[src/sorted_priority_queue_core_defines.svh]
// Assertion macros for the sorted priority queue core.
// Included by sorted_priority_queue_core.sv, which carries the concurrent assertions; no other dependencies.
`ifndef SORTED_PRIORITY_QUEUE_CORE_DEFINES_SVH
`define SORTED_PRIORITY_QUEUE_CORE_DEFINES_SVH

// Generic clocked assertion with an explicit clock and reset
`define SPQ_ASSERT_CLK(label, clk, rst, prop, msg) \
   label: assert property (@(posedge clk) disable iff (rst) prop) else $error(msg);

// Assertion on the block clock, masked while reset is high
`define SPQ_ASSERT(label, prop, msg) \
   `SPQ_ASSERT_CLK(label, clock, reset, prop, msg)

`endif

[src/spq_pkg.sv]
// Shared types and constants for the sorted priority queue core.
// Used by spq_cell and sorted_priority_queue_core; no dependencies.
package spq_pkg;

   localparam int CAPACITY = 128;
   localparam int DATA_W   = 32;
   localparam int CNT_W    = $clog2(CAPACITY + 1);
   localparam int OCC_W    = 8;
   localparam int MODE_W   = 2;
   localparam int STAT_W   = 2;

   localparam logic [DATA_W-1:0] EMPTY_VALUE = {DATA_W{1'b1}};  // -1

   // Request kinds carried on req_tuser
   typedef enum logic [MODE_W-1:0] {
      MODE_ENQ  = 2'd0,
      MODE_DEQ  = 2'd1,
      MODE_PEEK = 2'd2
   } mode_type;

   // Result status carried on rsp_tuser
   typedef enum logic [STAT_W-1:0] {
      ST_OK    = 2'd0,
      ST_FULL  = 2'd1,
      ST_EMPTY = 2'd2
   } status_type;

   // Operation broadcast to every cell in the row
   typedef enum logic [1:0] {
      CELL_HOLD,
      CELL_INSERT,
      CELL_SHIFT_DOWN
   } cell_op_type;

   typedef struct packed {
      cell_op_type        op;
      logic [DATA_W-1:0]  value;
   } cell_cmd_type;

endpackage

[src/spq_cell.sv]
// One slot of the sorted row: holds a value and trades with its neighbors.
// Depends on spq_pkg for the command struct and widths.
module spq_cell (
   input  logic                             clock,
   input  spq_pkg::cell_cmd_type            cmd,
   input  logic                             occupied,
   input  logic                             left_gt,
   input  logic [spq_pkg::DATA_W-1:0]       left_data,
   input  logic [spq_pkg::DATA_W-1:0]       right_data,
   output logic [spq_pkg::DATA_W-1:0]       data,
   output logic                             gt
);
   import spq_pkg::*;

   logic [DATA_W-1:0] data_ff;
   logic [DATA_W-1:0] data_in;

   // An empty slot counts as larger than any value
   assign gt   = !occupied || ($signed(data_ff) > $signed(cmd.value));
   assign data = data_ff;

   // Insert: larger slots move up one; the first larger slot takes the new value
   always_comb begin
      data_in = data_ff;
      case (cmd.op)
         CELL_INSERT: begin
            if (gt) begin
               data_in = left_gt ? left_data : cmd.value;
            end
         end
         CELL_SHIFT_DOWN: begin
            data_in = right_data;
         end
         default: begin
            data_in = data_ff;
         end
      endcase
   end

   always_ff @(posedge clock) begin
      data_ff <= data_in;
   end

endmodule
[config.mk]
export PLATFORM = sky130hd
export DESIGN_NAME = spq_cell
export DESIGN_NICKNAME = d
export VERILOG_FILES = /design/src/sorted_priority_queue_core_defines.svh /design/src/spq_pkg.sv /design/src/spq_cell.sv
export SDC_FILE = /design/constraint.sdc
export NUM_CORES = 1
export LEC_CHECK = 0
export ABC_CLOCK_PERIOD_IN_PS = 11890
export BUFFER_PORTS_ARGS = -buffer_cell sky130_fd_sc_hd__buf_2
export CAP_MARGIN = 20
export CORE_MARGIN = 4
export CORE_UTILIZATION = 35
export CTS_CLUSTER_DIAMETER = 100
export DETAILED_ROUTE_END_ITERATION = 8
export PLACE_DENSITY_LB_ADDON = 0.12
export SYNTH_ARGS = -nofsm -noshare
export SYNTH_HDL_FRONTEND = slang
export SYNTH_SLANG_ARGS = --single-unit
[constraint.sdc]
create_clock -name clock -period 11.89 [get_ports clock]
set_clock_uncertainty 0.2 [all_clocks]
set_input_delay 1.189 -clock clock [delete_from_list [all_inputs] [get_ports clock]]
set_output_delay 1.189 -clock clock [all_outputs]
set_load 0.01 [all_outputs]
==> out/results.txt <==
Outcome - completed
Instance count after placement with tap cells included - 477
Maximum number of pins on one net before global-route repair - 66
Highest clock frequency the design can meet - 229 MHz
Worst hold slack - 0.983 ns
XOR/XNOR Fraction of Synth Area - 0%
Number of synthesized register bits - 32
Post-CTS Setup Inserts - 0
DRC violation total after the first TritonRoute iteration - 68
Final std cell area, no fill - 0.00333 mm2
Overall routed net length - 6.51 mm
Routed wire per std cell - 13.4 um
Worst slew pin tran - 0.963 ns
Ys flop type - sky130_fd_sc_hd__edfxtp_1
Core region area - 0.00683 mm2
Via count of the first global-routing pass - 2,363
Setup TNS - 0 ns
Area used by multi-input combinational logic - 0.00137 mm2
Placed Area - 0.00325 mm2
Fraction of synthesized area in multiplexers - 12.9%
Fraction of the mapped netlist area in adder cells - 16.2%
EDFF count, synth - 32
Final design utilization - 48.7%
Antenna Nets Post-Route - 0
Fill cells - 719
Post-synthesis cell count - 257
Number of placed I/O pins - 134
Clock Tree Root - sky130_fd_sc_hd__clkbuf_8
Maximum resistive drop on vdd - 56.2 uV
Die Y - 92.1 um
Clock latency on the worst-skew pair - 0.28 ns
Type of the worst min-delay path - input pin to register
Global-route wire length before repair - 10.7 mm
Ant. Diodes - 0
Final number of max-transition violations - 0
Startpoint of the most critical hold path - right_data[25]
Post-DP HPWL - 5.25 mm
Largest fanout on the critical path - 2
Starting Density - 36.2%
Register area - 961 um2
Asr flop ratio synth - 0%
Reg-to-reg setup timing slack - 8.79 ns
Number of H-tree branching levels - 2
Quantity of hold-fixing buffers added after cts - 0
Width of the chip - 92.1 um
Total global routing overflow - 0
Net count of the finished layout - 521
Fraction of the mapped netlist area in compound gates - 14.2%
Post-placement setup slack - 7.48 ns
Sequential cell area fraction in the yosys report - 38.8%
R2r worst-path depth - 6
Endpoint type of the worst setup path - primary output
Synthesized cell area - 0.00248 mm2
Buffer depth of the longest clock path - 2
Data arrival time of the critical path - 2.97 ns
Area share of and/or/nand/nor cells after synthesis - 11.0%
Overall power consumption - 321 uW
Mean instance size in the synthesized netlist - 9.63 um2
Final setup violation count - 0
Worst Path Required - 10.50 ns
Critical setup path kind - input pin to primary output
Clk sinks - 32
Leakage - 1.69 nW
Num CTS Buffers - 5
Clock-pin slew reported for the worst setup and hold paths after clock tree synthesis - 0.07 ns
Initial antenna violation count - 0
Critical Path Start - cmd[1]
Total DRC errors in the routed layout - 0
Setup crit start kind - input pin
Number of buffers inserted by port buffering - 133
Syn Nets - 390
GPL Wtd Cong - 0.725
Power density cells - 96.5 mW/mm2
Final clock period utilization by the worst path - 36.7%
Total Routing Usage GR - 15.6%
Final critical path time including I/O delays and setup - 4.36 ns
Row cnt - 30
Post-route insts no fill - 484
Die Outline Area - 0.00848 mm2
Synthesis warning total - 0
Synth-to-Final Area Change - 34.3%
Post-cts resize count - 0
Unrepaired setup endpoints after global routing - no
Distinct cell type count after synthesis - 26
Worst setup endpoint - gt
End of the worst register-to-register path - data[7]
MaxCap Viol Count - 0
Start of the worst register-to-register path - data[30]
Share of layout cells above drive strength 1 - 37.6%
Final hold violation count - 0
Via count normalized by instance count - 4.68
Largest family of logic cells by synthesized area - adder cells
Max reg flops - 32
Slack of the critical path - 7.53 ns
Relative max-transition margin - 35.8%
Routed vias - 2,264
CTS tree - built
Initial DRT Pass Iterations - 6
-- worst min-delay path by stage --
stage          cells after the start  slack, ns       end
4_1_cts                            3       0.97  data[15]
3_5_place_dp                       5       1.02  data[30]
2_1_floorplan                      2       1.18   data[0]
5_1_grt                            3       0.97  data[17]
3_3_place_gp                       5       0.99  data[30]
6_report                           3       0.98  data[25]
-- area by class of cell --
type	count	area share (%)
clock buffers	6	2.18
clock inverters	1	0.150
multi-input cells	182	41.1
flip-flops and latches	32	28.9
well taps	96	3.61
repair buffers	135	20.5
inverters	32	3.61
-- cell usage in the layout (no fill, tap or decap), drive strengths merged, types with 3 or more instances in the layout --
cell type	instances
ha	32
nand4	8
nor2b	4
a21oi	12
mux2i	32
nand3	3
edfxtp	32
a21o	4
nand2	36
buf	135
o21ai	35
inv	32
clkbuf	6
-- power breakdown --
group / switching [mW] / total, mW / internal [mW]
Clock: 0.0405 / 0.0803 / 0.0398
Sequential: 0.00602 / 0.146 / 0.140
Combinational: 0.0509 / 0.0947 / 0.0438
-- metal layers --
layer	vias up	wire length [um]	GRT usage [%]	part of all wire, %
met5	-	0	0	0
met4	0	35	4.46	0.54
met3	2	467	4.76	7.2
met2	65	3080	26.2	47
met1	1007	2930	19.2	45
li1	1190	-	-	-
-- logic make-up after synthesis --
kind of cell	after synthesis
buffers and inverters	43
AND/OR/NAND/NOR	57
AO/OA/AOI/OAI	61
multiplexers	32
adder cells (fa/ha/maj)	32
flip-flops	32
-- worst max-delay path, cell delays in order --
cell	delay (ns)
sky130_fd_sc_hd__buf_2	0.09
sky130_fd_sc_hd__inv_1	0.04
sky130_fd_sc_hd__ha_1	0.30
sky130_fd_sc_hd__nor2b_1	0.14
sky130_fd_sc_hd__o211ai_1	0.15
sky130_fd_sc_hd__a2111oi_1	0.10
sky130_fd_sc_hd__o41ai_1	0.63
sky130_fd_sc_hd__a31oi_1	0.16
sky130_fd_sc_hd__buf_2	0.17
-- synth_stat cells, drive strengths merged (2+ instances only) --
library cell	instances	area, um2
a21o	4	30.0
a21oi	12	60.1
nor4	2	12.5
o21ai	35	175
mux2i	32	320
nand4	8	62.6
nand2	36	135
inv	32	120
a31oi	2	12.5
nor2	2	7.51
nand3	3	15.0
nor2b	4	25.0
buf	8	40.0
a2111oi	2	25.0
a211oi	2	15.0
ha	32	400
clkbuf	3	11.3
edfxtp	32	961
o41ai	2	17.5
No activity file was read; power rests on OpenSTA's default activity.
